## src/sv/uart_status_frame_receiver_unit_macros.svh

```systemverilog
// Assertion macros shared by the UART status frame receiver RTL.
`ifndef UART_STATUS_FRAME_RECEIVER_UNIT_MACROS_SVH
`define UART_STATUS_FRAME_RECEIVER_UNIT_MACROS_SVH

// Same-cycle implication, checked outside reset.
`define USFR_ASSERT_NOW(label, clk, rst_n, ante, cons, msg) \
    label: assert property (@(posedge clk) disable iff (!rst_n) (ante) |-> (cons)) \
        else $error(msg);

// Next-cycle implication, checked outside reset.
`define USFR_ASSERT_NEXT(label, clk, rst_n, ante, cons, msg) \
    label: assert property (@(posedge clk) disable iff (!rst_n) (ante) |=> (cons)) \
        else $error(msg);

`endif

```

## src/sv/uartsfr_pkg.sv

```systemverilog
// Types, constants and helpers of the UART status frame receiver.
package uartsfr_pkg;

    localparam int unsigned STORED_BYTES_DEF = 22;
    localparam int unsigned IDX_W            = 9;
    localparam int unsigned GAP_W            = 16;

    localparam logic [GAP_W-1:0] GAP_RESET = 16'd200;
    localparam logic [GAP_W-1:0] IDLE_MAX  = 16'hFFFF;

    typedef enum logic [0:0] {
        OP_BYTE = 1'b0,
        OP_TICK = 1'b1
    } t_opcode;

    typedef enum logic [2:0] {
        EV_STATUS  = 3'd0,
        EV_ACK     = 3'd1,
        EV_OTHER   = 3'd2,
        EV_UNKNOWN = 3'd3,
        EV_FRAMING = 3'd4
    } t_event;

    typedef enum logic [2:0] {
        WM_MANUAL  = 3'd0,
        WM_SLEEP   = 3'd1,
        WM_AUTO    = 3'd2,
        WM_POLLEN  = 3'd3,
        WM_UNSET   = 3'd4,
        WM_UNKNOWN = 3'd5
    } t_run_mode;

    // register index on the configuration port
    localparam logic REG_GAP_LIMIT = 1'b0;

    // header positions
    localparam logic [IDX_W-1:0] POS_SOF  = 9'd0;
    localparam logic [IDX_W-1:0] POS_TYPE = 9'd1;
    localparam logic [IDX_W-1:0] POS_FREE = 9'd2;
    localparam logic [IDX_W-1:0] POS_LEN  = 9'd3;
    localparam logic [IDX_W-1:0] POS_ZERO = 9'd4;
    localparam logic [IDX_W-1:0] HDR_BYTES = 9'd5;

    // body positions read at classification
    localparam int unsigned BYTE_TYPE    = 1;
    localparam int unsigned BYTE_VARIANT = 6;
    localparam int unsigned BYTE_CMD_LO  = 7;
    localparam int unsigned BYTE_CMD_HI  = 8;
    localparam int unsigned BYTE_VER_PAT = 10;
    localparam int unsigned BYTE_VER_MIN = 11;
    localparam int unsigned BYTE_VER_MAJ = 12;
    localparam int unsigned BYTE_POWER   = 13;
    localparam int unsigned BYTE_MODE    = 14;
    localparam int unsigned BYTE_FAN     = 15;
    localparam int unsigned BYTE_DISP    = 16;
    localparam int unsigned BYTE_DCFG    = 17;
    localparam int unsigned BYTE_DMODE   = 18;
    localparam int unsigned BYTE_FILTER  = 19;
    localparam int unsigned BYTE_LOCK    = 20;
    localparam int unsigned BYTE_NIGHT   = 21;

    localparam logic [7:0] SOF_BYTE      = 8'hA5;
    localparam logic [7:0] TYPE_ACK      = 8'h12;
    localparam logic [7:0] TYPE_CMD      = 8'h22;
    localparam logic [7:0] MIN_LEN       = 8'd4;
    localparam logic [7:0] ZERO_BYTE     = 8'h00;
    localparam logic [7:0] VARIANT_ONE   = 8'h01;
    localparam logic [7:0] STATUS_CMD_LO = 8'h60;
    localparam logic [7:0] STATUS_CMD_HI = 8'h40;
    localparam logic [7:0] MODE_UNSET    = 8'd255;

    function automatic t_run_mode decode_run_mode(input logic [7:0] raw);
        t_run_mode wm;
        if (raw <= 8'(WM_POLLEN)) begin
            wm = t_run_mode'(raw[2:0]);
        end else if (raw == MODE_UNSET) begin
            wm = WM_UNSET;
        end else begin
            wm = WM_UNKNOWN;
        end
        return wm;
    endfunction

endpackage

```

## src/sv/uart_status_frame_receiver_unit.sv

```systemverilog
// UART status frame receiver: frame assembly, header checks and frame classification.
//
//  channel  | direction | handshake           | payload
//  ---------+-----------+---------------------+----------------------------------------
//  input    | in        | i_valid / o_stall   | i_opcode, i_rx_byte
//  result   | out       | o_valid / i_stall   | o_event_res, o_command_id, status fields
//  config   | in        | APB psel / penable  | paddr, pwdata, prdata, pready
//
//  One beat accepted per cycle while o_stall is low; a result is held in stage 1, then in the result register.
//  The frame store is one byte-lane memory row: written at accept, read the same edge,
//  with the accepted byte forwarded onto the read row for classification.
//  Synchronous active-low reset clears index, idle count and valids and sets the gap limit to 200;
//  the frame store is not cleared.
//  o_stall rises only while the result register is held and a result waits behind it.

`include "uart_status_frame_receiver_unit_macros.svh"

module uart_status_frame_receiver_unit
    import uartsfr_pkg::*;
#(
    parameter int unsigned STORED_BYTES = STORED_BYTES_DEF
) (
    input  logic        i_clk,
    input  logic        i_rst_n,

    input  logic        i_valid,
    output logic        o_stall,
    input  logic        i_opcode,
    input  logic [7:0]  i_rx_byte,

    output logic        o_valid,
    input  logic        i_stall,
    output logic [2:0]  o_event_res,
    output logic [15:0] o_command_id,
    output logic [23:0] o_mcu_version,
    output logic [7:0]  o_pwr_status,
    output logic [2:0]  o_run_mode,
    output logic [7:0]  o_fan_speed,
    output logic [7:0]  o_disp_on,
    output logic [7:0]  o_disp_cfg,
    output logic [7:0]  o_disp_style,
    output logic [7:0]  o_filter_ind,
    output logic [7:0]  o_lock_state,
    output logic [7:0]  o_night_light,

    input  logic        psel,
    input  logic        penable,
    input  logic        pwrite,
    input  logic [2:0]  paddr,
    input  logic [31:0] pwdata,
    output logic [31:0] prdata,
    output logic        pready
);

    localparam int unsigned LANE_W = $clog2(STORED_BYTES);

    typedef enum logic [1:0] {
        CHK_NEXT,
        CHK_FAIL,
        CHK_DONE
    } t_check;

    logic [IDX_W-1:0] r_byte_index, n_byte_index;
    logic [GAP_W-1:0] r_idle, n_idle;
    logic [GAP_W-1:0] r_gap;
    logic [7:0]       r_len;

    logic [7:0] r_mem [STORED_BYTES];
    logic [7:0] r_rd  [STORED_BYTES];
    logic [7:0] frame [STORED_BYTES];

    logic              r_s1_valid;
    logic              r_s1_fail;
    logic              r_s1_fwd;
    logic [LANE_W-1:0] r_s1_lane;
    logic [7:0]        r_s1_byte;

    logic [2:0]  r_out_event;
    logic [15:0] r_out_cmd;
    logic [23:0] r_out_ver;
    logic [7:0]  r_out_power;
    logic [2:0]  r_out_mode;
    logic [7:0]  r_out_fan;
    logic [7:0]  r_out_disp;
    logic [7:0]  r_out_dcfg;
    logic [7:0]  r_out_dmode;
    logic [7:0]  r_out_filter;
    logic [7:0]  r_out_lock;
    logic [7:0]  r_out_night;
    logic        r_out_valid;

    t_event      n_event;
    logic [15:0] n_cmd;
    logic [23:0] n_ver;
    logic [7:0]  n_power;
    t_run_mode   n_mode;
    logic [7:0]  n_fan;
    logic [7:0]  n_disp;
    logic [7:0]  n_dcfg;
    logic [7:0]  n_dmode;
    logic [7:0]  n_filter;
    logic [7:0]  n_lock;
    logic [7:0]  n_night;

    t_check chk;
    logic   accept;
    logic   is_tick;
    logic   in_store;
    logic   wr_en;
    logic   s1_load;
    logic   out_en;
    logic   s1_en;
    logic   cfg_wr;

    assign out_en   = !r_out_valid || !i_stall;
    assign s1_en    = !r_s1_valid || out_en;
    assign o_stall  = !s1_en;
    assign accept   = i_valid && !o_stall;
    assign is_tick  = (t_opcode'(i_opcode) == OP_TICK);
    assign in_store = (r_byte_index < IDX_W'(STORED_BYTES));
    assign wr_en    = accept && !is_tick && in_store;
    assign s1_load  = accept && !is_tick && (chk != CHK_NEXT);

    // header check and next index
    always_comb begin
        chk = CHK_NEXT;
        unique case (r_byte_index)
            POS_SOF:  chk = (i_rx_byte == SOF_BYTE) ? CHK_NEXT : CHK_FAIL;
            POS_TYPE: chk = (i_rx_byte == TYPE_ACK || i_rx_byte == TYPE_CMD) ?
                            CHK_NEXT : CHK_FAIL;
            POS_FREE: chk = CHK_NEXT;
            POS_LEN:  chk = (i_rx_byte >= MIN_LEN) ? CHK_NEXT : CHK_FAIL;
            POS_ZERO: chk = (i_rx_byte == ZERO_BYTE) ? CHK_NEXT : CHK_FAIL;
            default:  chk = (r_byte_index < HDR_BYTES + IDX_W'(r_len)) ? CHK_NEXT : CHK_DONE;
        endcase

        n_idle       = r_idle;
        n_byte_index = r_byte_index;
        if (is_tick) begin
            n_idle = (r_idle == IDLE_MAX) ? r_idle : r_idle + GAP_W'(1);
            if (n_idle >= r_gap) begin
                n_byte_index = '0;
            end
        end else begin
            n_idle       = '0;
            n_byte_index = (chk == CHK_NEXT) ? r_byte_index + IDX_W'(1) : '0;
        end
    end

    always_ff @(posedge i_clk) begin
        if (!i_rst_n) begin
            r_byte_index <= '0;
            r_idle       <= '0;
        end else if (accept) begin
            r_byte_index <= n_byte_index;
            r_idle       <= n_idle;
        end
    end

    always_ff @(posedge i_clk) begin
        if (accept && !is_tick && r_byte_index == POS_LEN) begin
            r_len <= i_rx_byte;
        end
    end

    // frame store: byte-lane write, whole-row registered read
    always_ff @(posedge i_clk) begin
        if (wr_en) begin
            r_mem[r_byte_index[LANE_W-1:0]] <= i_rx_byte;
        end
        if (s1_en) begin
            r_rd <= r_mem;
        end
    end

    always_ff @(posedge i_clk) begin
        if (!i_rst_n) begin
            r_s1_valid <= 1'b0;
        end else if (s1_en) begin
            r_s1_valid <= s1_load;
        end
    end

    always_ff @(posedge i_clk) begin
        if (s1_en) begin
            r_s1_fail <= (chk == CHK_FAIL);
            r_s1_fwd  <= wr_en;
            r_s1_lane <= r_byte_index[LANE_W-1:0];
            r_s1_byte <= i_rx_byte;
        end
    end

    // forward the last written byte onto the read row
    always_comb begin
        frame = r_rd;
        if (r_s1_fwd) begin
            frame[r_s1_lane] = r_s1_byte;
        end
    end

    always_comb begin
        n_event  = EV_FRAMING;
        n_cmd    = '0;
        n_ver    = '0;
        n_power  = '0;
        n_mode   = WM_MANUAL;
        n_fan    = '0;
        n_disp   = '0;
        n_dcfg   = '0;
        n_dmode  = '0;
        n_filter = '0;
        n_lock   = '0;
        n_night  = '0;
        if (r_s1_fail) begin
            n_event = EV_FRAMING;
        end else if (frame[BYTE_VARIANT] != VARIANT_ONE) begin
            n_event = EV_UNKNOWN;
        end else begin
            n_cmd = {frame[BYTE_CMD_HI], frame[BYTE_CMD_LO]};
            if (frame[BYTE_TYPE] == TYPE_ACK) begin
                n_event = EV_ACK;
            end else if (!(frame[BYTE_CMD_LO] == STATUS_CMD_LO &&
                           frame[BYTE_CMD_HI] == STATUS_CMD_HI)) begin
                n_event = EV_OTHER;
            end else begin
                n_event  = EV_STATUS;
                n_ver    = {frame[BYTE_VER_MAJ], frame[BYTE_VER_MIN], frame[BYTE_VER_PAT]};
                n_power  = frame[BYTE_POWER];
                n_mode   = decode_run_mode(frame[BYTE_MODE]);
                n_fan    = frame[BYTE_FAN];
                n_disp   = frame[BYTE_DISP];
                n_dcfg   = frame[BYTE_DCFG];
                n_dmode  = frame[BYTE_DMODE];
                n_filter = frame[BYTE_FILTER];
                n_lock   = frame[BYTE_LOCK];
                n_night  = frame[BYTE_NIGHT];
            end
        end
    end

    always_ff @(posedge i_clk) begin
        if (!i_rst_n) begin
            r_out_valid <= 1'b0;
        end else if (out_en) begin
            r_out_valid <= r_s1_valid;
        end
    end

    always_ff @(posedge i_clk) begin
        if (out_en) begin
            r_out_event  <= n_event;
            r_out_cmd    <= n_cmd;
            r_out_ver    <= n_ver;
            r_out_power  <= n_power;
            r_out_mode   <= n_mode;
            r_out_fan    <= n_fan;
            r_out_disp   <= n_disp;
            r_out_dcfg   <= n_dcfg;
            r_out_dmode  <= n_dmode;
            r_out_filter <= n_filter;
            r_out_lock   <= n_lock;
            r_out_night  <= n_night;
        end
    end

    assign o_valid       = r_out_valid;
    assign o_event_res   = r_out_event;
    assign o_command_id  = r_out_cmd;
    assign o_mcu_version = r_out_ver;
    assign o_pwr_status  = r_out_power;
    assign o_run_mode    = r_out_mode;
    assign o_fan_speed   = r_out_fan;
    assign o_disp_on     = r_out_disp;
    assign o_disp_cfg    = r_out_dcfg;
    assign o_disp_style  = r_out_dmode;
    assign o_filter_ind  = r_out_filter;
    assign o_lock_state  = r_out_lock;
    assign o_night_light = r_out_night;

    // configuration port
    assign cfg_wr = psel && penable && pwrite && pready && (paddr[2] == REG_GAP_LIMIT);
    assign pready = 1'b1;

    always_ff @(posedge i_clk) begin
        if (!i_rst_n) begin
            r_gap <= GAP_RESET;
        end else if (cfg_wr) begin
            r_gap <= pwdata[GAP_W-1:0];
        end
    end

    always_comb begin
        prdata = '0;
        if (paddr[2] == REG_GAP_LIMIT) begin
            prdata = {16'd0, r_gap};
        end
    end

    `USFR_ASSERT_NEXT(a_idx_clear_on_result, i_clk, i_rst_n,
        s1_load, r_byte_index == '0 && r_s1_valid, "result beat did not restart the frame")
    `USFR_ASSERT_NEXT(a_idle_clear_on_byte, i_clk, i_rst_n,
        accept && !is_tick, r_idle == '0, "byte beat did not clear idle count")
    `USFR_ASSERT_NOW(a_framing_fields_zero, i_clk, i_rst_n,
        r_out_valid && r_out_event == EV_FRAMING, r_out_cmd == '0 && r_out_ver == '0,
        "framing error carries nonzero fields")
    `USFR_ASSERT_NOW(a_status_only_fields, i_clk, i_rst_n,
        r_out_valid && r_out_event != EV_STATUS, r_out_ver == '0 && r_out_night == '0,
        "status fields set on a non-status result")

endmodule
```

## config.mk

```make
export PLATFORM = sky130hd
export DESIGN_NAME = uart_status_frame_receiver_unit
export DESIGN_NICKNAME = d
export VERILOG_FILES = /design/src/sv/uartsfr_pkg.sv /design/src/sv/uart_status_frame_receiver_unit.sv
export VERILOG_INCLUDE_DIRS = /design/src /design/src/sv
export SDC_FILE = /design/constraint.sdc
export NUM_CORES = 1
export LEC_CHECK = 0
export BUFFER_PORTS_ARGS = -buffer_cell sky130_fd_sc_hd__buf_4
export CAP_MARGIN = 20
export CORE_MARGIN = 3
export CORE_UTILIZATION = 42
export CTS_CLUSTER_DIAMETER = 120
export DETAILED_ROUTE_END_ITERATION = 10
export PLACE_DENSITY = 0.64
export SLEW_MARGIN = 30
export SYNTH_ARGS = -nofsm -noshare
export SYNTH_HDL_FRONTEND = slang
export SYNTH_SLANG_ARGS = --single-unit
```

## constraint.sdc

```tcl
create_clock -name i_clk -period 15 [get_ports i_clk]
set_input_delay 1.5 -clock i_clk [delete_from_list [all_inputs] [get_ports i_clk]]
set_output_delay 1.5 -clock i_clk [all_outputs]
set_load 0.02 [all_outputs]
```

# Word level (Yosys, flattened, before mapping)
# Index checks and enable logic that the tools add are counted.
[totals]
ff_bits = 528
inputBits = 51
output_inout_bits = 145
elab_cells = 147
[classes]
n_addsub = 3
order_cmp = 9
n_eq_ne = 15
muxes = 24
bitwise = 4
reduce_logical = 26
[ops]
columns = ["cell", "n"]
rows = [
  ["$bwmux W176", 2],
  ["$mux W168", 1],
  ["$demux W8 S5", 2],
  ["$mux W16", 3],
  ["$mux W9", 3],
  ["$eq A9 B2 Y1 const B", 2],
  ["$add A16 B1 Y16 const B", 1],
  ["$eq A16 B16 Y1 const B", 1],
  ["$eq A8 B5 Y1 const B", 2],
  ["$eq A8 B7 Y1 const B", 2],
  ["$eq A8 B8 Y1 const B", 2],
  ["$ge A16 B16 Y1", 1],
  ["$mux W8", 2],
  ["$ge A6 B6 Y1 const B", 2],
  ["$lt A6 B1 Y1 const B", 2],
  ["$not A5 Y6", 2],
  ["$logic_and A1 B1 Y1", 11],
  ["$pmux W2 S5", 1],
  ["$add A3 B8 Y9 const A", 1],
  ["$add A9 B1 Y9 const B", 1],
  ["$eq A9 B1 Y1 const B", 1],
  ["$eq A9 B3 Y1 const B", 1],
  ["$logic_not A9 Y1", 1],
  ["$lt A9 B5 Y1 const B", 1],
  ["19 further kinds", 33],
]

# Logic depth before layout (Yosys ltp)
[logic_depth]
word_depth = 12
depth_mapped = 15
depth_no_buf = 12

# Worst setup path before layout
# No wires, ideal clock.
[synth_path]
path_type = "input port to output port"
startpoint = "input i_stall"
endpoint = "output o_stall"
arrival_time_ns = 6.084
required_time_ns = 13.500
setup_slack_ns = 7.416
stages = 2
n_path_buf = 0
path_cell_list = "nand3_1 -> inv_1"
[synth_between]
elab_chain_cells = 4
[synth_rtl]
columns = ["item", "line", "text"]
rows = [
  ["start, declared", "uart_status_frame_receiver_unit.sv:32", "input logic i_stall,"],
  ["$logic_not A1 Y1", "uart_status_frame_receiver_unit.sv:115", "assign out_en = !r_out_valid || !i_stall;"],
  ["$logic_or A1 B1 Y1", "uart_status_frame_receiver_unit.sv:115", ""],
  ["$logic_or A1 B1 Y1", "uart_status_frame_receiver_unit.sv:116", "assign s1_en = !r_s1_valid || out_en;"],
  ["$logic_not A1 Y1", "uart_status_frame_receiver_unit.sv:117", "assign o_stall = !s1_en;"],
  ["end, declared", "uart_status_frame_receiver_unit.sv:27", "output logic o_stall,"],
]
# Every way passes these cells.

# Final worst setup path
# Same ends and word-level chain as after synthesis.

==> impl.org <==
** Clock tree
- Total of cells resized after clock tree synthesis :: 0
- CTS H-Tree Depth :: 2
- Clock latency on the worst-skew pair, taken at its later pin, is 0.56 ns.
- No sink is reached through more buffers than the 3 on the longest clock path.
- Hold-fix buffer count after cts :: 0
- Clock transition at the registers of the reported paths :: 0.06 ns
- Clock buffer count from CTS :: 44
- TritonCTS built the clock tree.
- Buffers added to address setup during post-CTS repair amount to 0.
- Clock tree synthesis selected as its root buffer the cell sky130_fd_sc_hd__clkbuf_16.
- The tree built by TritonCTS fans out to 432 sinks.

** Floorplan
- I/O Pins :: 196
- From left edge to right edge, the die measures 208.5 µm.
- Number of rows created at floorplan :: 73
- Starting density of the core :: 42.95%
- Core Footprint :: 0.04010 mm²
- From bottom edge to top edge, the die measures 208.5 µm.
- Area of the die :: 0.04347 mm²

** Global routing
- Maximum number of pins on one net before global-route repair :: 84
- Antenna violations before repair :: 0
- Congestion Overflow GR :: 0
- The via count of the first global-routing pass is 9495.
- The first global-routing pass estimated 55170 µm of wire.
- Global routing consumed, over all layers together, 16.31% of the routing resources.

** Finish
- Most used cells in the layout excluding fill and tap cells :: sky130_fd_sc_hd__edfxtp_1, sky130_fd_sc_hd__buf_4, sky130_fd_sc_hd__nor2_1
- At the end of the flow the core is filled with cells to 50.75%.
- The finished layout holds 1902 standard cells, fillers aside.
- Synth-to-Final Area Change :: 18.17%
- After routing the design area is 0.02035 mm².
- Fraction of final layout cells with drive strength greater than 1 :: 18.95%
- 0 antenna diodes ended up in the layout.
- At the end of the flow, the number of nets in the layout was 1424.
- Count of filler cells inserted in the layout :: 3333
- The library cell used most frequently in the layout, excluding fill and tap cells, is sky130_fd_sc_hd__edfxtp_1.

** Route
- Number of nets with antenna violations after routing :: 0
- Detailed-route via count :: 9784
- Number of design-rule violations left by the first detailed-router iteration :: 628
- The first detailed-routing pass took 5 iterations.
- After detailed routing, the number of remaining DRC violations is 0.
- Dividing the detail-routed wire length by the instance count gives 19.01 µm.
- The routed design has 36170 µm of wire.
- After detailed routing, the number of vias per cell comes to 5.144.

** STA
- Clock skew on the completed layout was measured at 0.02656 ns.
- Timing would allow up to 0.2594 GHz.
- Setup repair after global routing left no endpoint under its margin.
- After layout, the minimum clock period comes to 3.855 ns.
- Slew Limit Headroom :: 39.85%
- The final count of hold timing violations is 0.
- Slew of the pin with the lowest slew margin :: 0.8973 ns
- Setup violations remaining at the end of the flow were counted as 0.
- Dividing the final minimum period by the clock period gives 25.70%.
- Summed negative setup slack over all endpoints :: 0 ns
- The number of max-slew violations in the final report is 0.

** Synthesis
- sky130_fd_sc_hd__edfxtp_1 takes more of the synthesized area than any other cell.
- By area, the combinational part of the netlist is dominated by simple AND/OR/NAND/NOR gates.
- Share of the synthesized area in compound gates (AO/OA/AOI/OAI) :: 4.207%
- The share of synthesized area in the top cell type comes to 67.83%.
- Adder-cell share of the synthesized area :: 2.180%
- Summing the areas of all and, or, nand and nor instances in the mapped netlist gives 10.88% of the synthesized area.
- Count of distinct cell types in the synthesized netlist :: 65
- A synthesized cell averages 14.58 µm².
- The synthesized design contains 432 register bits.
- Multiplexer cells account for 6.191% of the synthesized area.
- Sequential cell area fraction in the yosys report :: 72.83%
- Syn. warnings :: 0
- Mapped Cells :: 1181
- Dominant synthesized flop cell :: sky130_fd_sc_hd__edfxtp_1
- Of the total synthesized cell area, the portion taken by XOR and XNOR cells is 0.8646%.
- Async SR Flop Fraction :: 0%
- The synthesized netlist occupies a cell area of 0.01722 mm².
- After synthesis, the cell types taking the most area are sky130_fd_sc_hd__edfxtp_1, sky130_fd_sc_hd__mux2i_1, sky130_fd_sc_hd__dfxtp_1.
- Number of flops mapped to enable cells by yosys :: 389

** Place
- Placed wire-length estimate :: 22520 µm
- Counting tap cells, the placed design contains a total of 1820 instances.
- GP Congestion :: 0.8289
- Standard cell area after detailed placement :: 0.01891 mm²
- PortBufs :: 160

** Setup path
- In this run the critical register-to-register path is launched from r_s1_byte[7].
- The worst setup path is captured at an output port.
- The critical path goes through buf_4 > nand3_4 > inv_1 > buf_4.
- Slowest cell on the critical path :: sky130_fd_sc_hd__nand3_4
- Data arrival time of the worst path :: 2.36 ns
- The worst setup path is launched from an input pin.
- Along the worst path, the maximum fanout reaches 26.
- The most numerous cell type found on the critical path is sky130_fd_sc_hd__buf_4.
- The critical path starts at i_stall.
- On the worst path, the slowest cell contributes a delay of 0.30 ns.
- The critical path is of the input pin to output port type.
- CP required :: 13.50 ns

** Power and ir drop
- Per report_power, the clock group accounts for 42.9% of the total.
- IR drop worst, VDD :: 77.32 µV
- Summed over all nets, the switching power comes to 0.0004920 W.
- Power per cell area :: 119.8 mW/mm²
- Internal cell power :: 0.001946 W
- Tot Pwr :: 0.002438 W
- Leakage :: 8.098 nW
- In this run switching power makes up 20.18% of total power.
- Part of the power in combinational logic :: 3.0%
- Register share of total power :: 54.1%

** Min path
- The worst hold path begins at r_mem[62].
- Worst hold path type :: flop to flop

** Status
- Run status :: completed

** Job
- Count of maximum capacitance violations :: 0
-- kinds of logic after synthesis --
group	Yosys count
buf+inv	103
other cells	2
simple gates	385
mux	106
compound gates	106
flops	432
fa+ha+maj	30
xor+xnor	17
-- Yosys cell counts, types with 15 or more instances --
cell type,count
sky130_fd_sc_hd__dfxtp_1,43
sky130_fd_sc_hd__edfxtp_1,389
sky130_fd_sc_hd__inv_1,25
sky130_fd_sc_hd__mux2i_1,102
sky130_fd_sc_hd__nor2_1,137
sky130_fd_sc_hd__nor4_1,15
sky130_fd_sc_hd__nand4_1,22
sky130_fd_sc_hd__ha_1,30
sky130_fd_sc_hd__nor3_1,16
sky130_fd_sc_hd__o21ai_0,21
sky130_fd_sc_hd__clkbuf_1,39
sky130_fd_sc_hd__nand3_1,34
sky130_fd_sc_hd__nand2_1,86
sky130_fd_sc_hd__buf_4,19
sky130_fd_sc_hd__a21oi_1,24
-- worst max-delay path, delay by kind of cell --
family,cells,cell delay (ns)
buffers and inverters,3,0.55
and+or+nand+nor,1,0.30
-- state kept, by name, summed over array words and instances, names as in the netlist, 3 cells and up --
signal	cells
o_command_id	16
o_disp_cfg	8
o_disp_on	8
o_disp_style	8
o_event_res	3
o_fan_speed	8
o_filter_ind	8
o_lock_state	8
o_mcu_version	24
o_night_light	8
o_pwr_status	8
o_run_mode	3
r_byte_index	9
r_gap	16
r_idle	16
r_len	8
r_mem	128
r_rd	128
r_s1_byte	8
r_s1_lane	5
-- power groups by stage --
stage	Clock (W)	Sequential (W)	Combinational, W
after floorplan	0	0.00135	0.0000289
after global placement	0	0.00134	0.0000723
after detailed placement	0	0.00134	0.0000728
after CTS	0.00107	0.00132	0.0000730
after global routing	0.00112	0.00132	0.0000770
final	0.00105	0.00132	0.0000725
-- layer usage --
| metal | global-route usage (%) | routed length, µm | vias to the layer above |
|---|---|---|---|
| met5 | 0 | 0 | - |
| met3 | 3.242 | 2176 | 57 |
| met2 | 27.86 | 17730 | 314 |
| met4 | 5.022 | 807 | 0 |
| li1 | - | - | 4690 |
| met1 | 21.11 | 15450 | 4723 |
-- layout make-up --
type	instances	area (µm²)	share of cell area, %
Sequential cell	432	12540	61.63
Multi-Input combinational cell	661	4298	21.12
Timing Repair Buffer	179	1361	6.690
Clock buffer	56	1189	5.841
Tap cell	525	656.9	3.228
Clock inverter	24	209.0	1.027
Inverter	25	93.84	0.4611
-- metrics by stage --
step | setup WS [ns] | hold slack (ns)
5_1_grt | 10.95 | 0.4203
6_report | 11.14 | 0.4013
4_1_cts | 10.55 | 0.4086
3_3_place_gp | 9.770 | 0.4004
2_1_floorplan | 7.416 | 0.4003
3_5_place_dp | 10.01 | 0.4045
-- final timing paths --
check	cells past startpoint	end	slack, ns
setup reg to reg	7	o_disp_style[7]	11.15
hold / removal	0	r_rd[62]	0.40
hold reg to reg	0	r_rd[62]	0.40
setup / recovery	4	o_stall	11.14
Power figures use the tool's default switching activity.
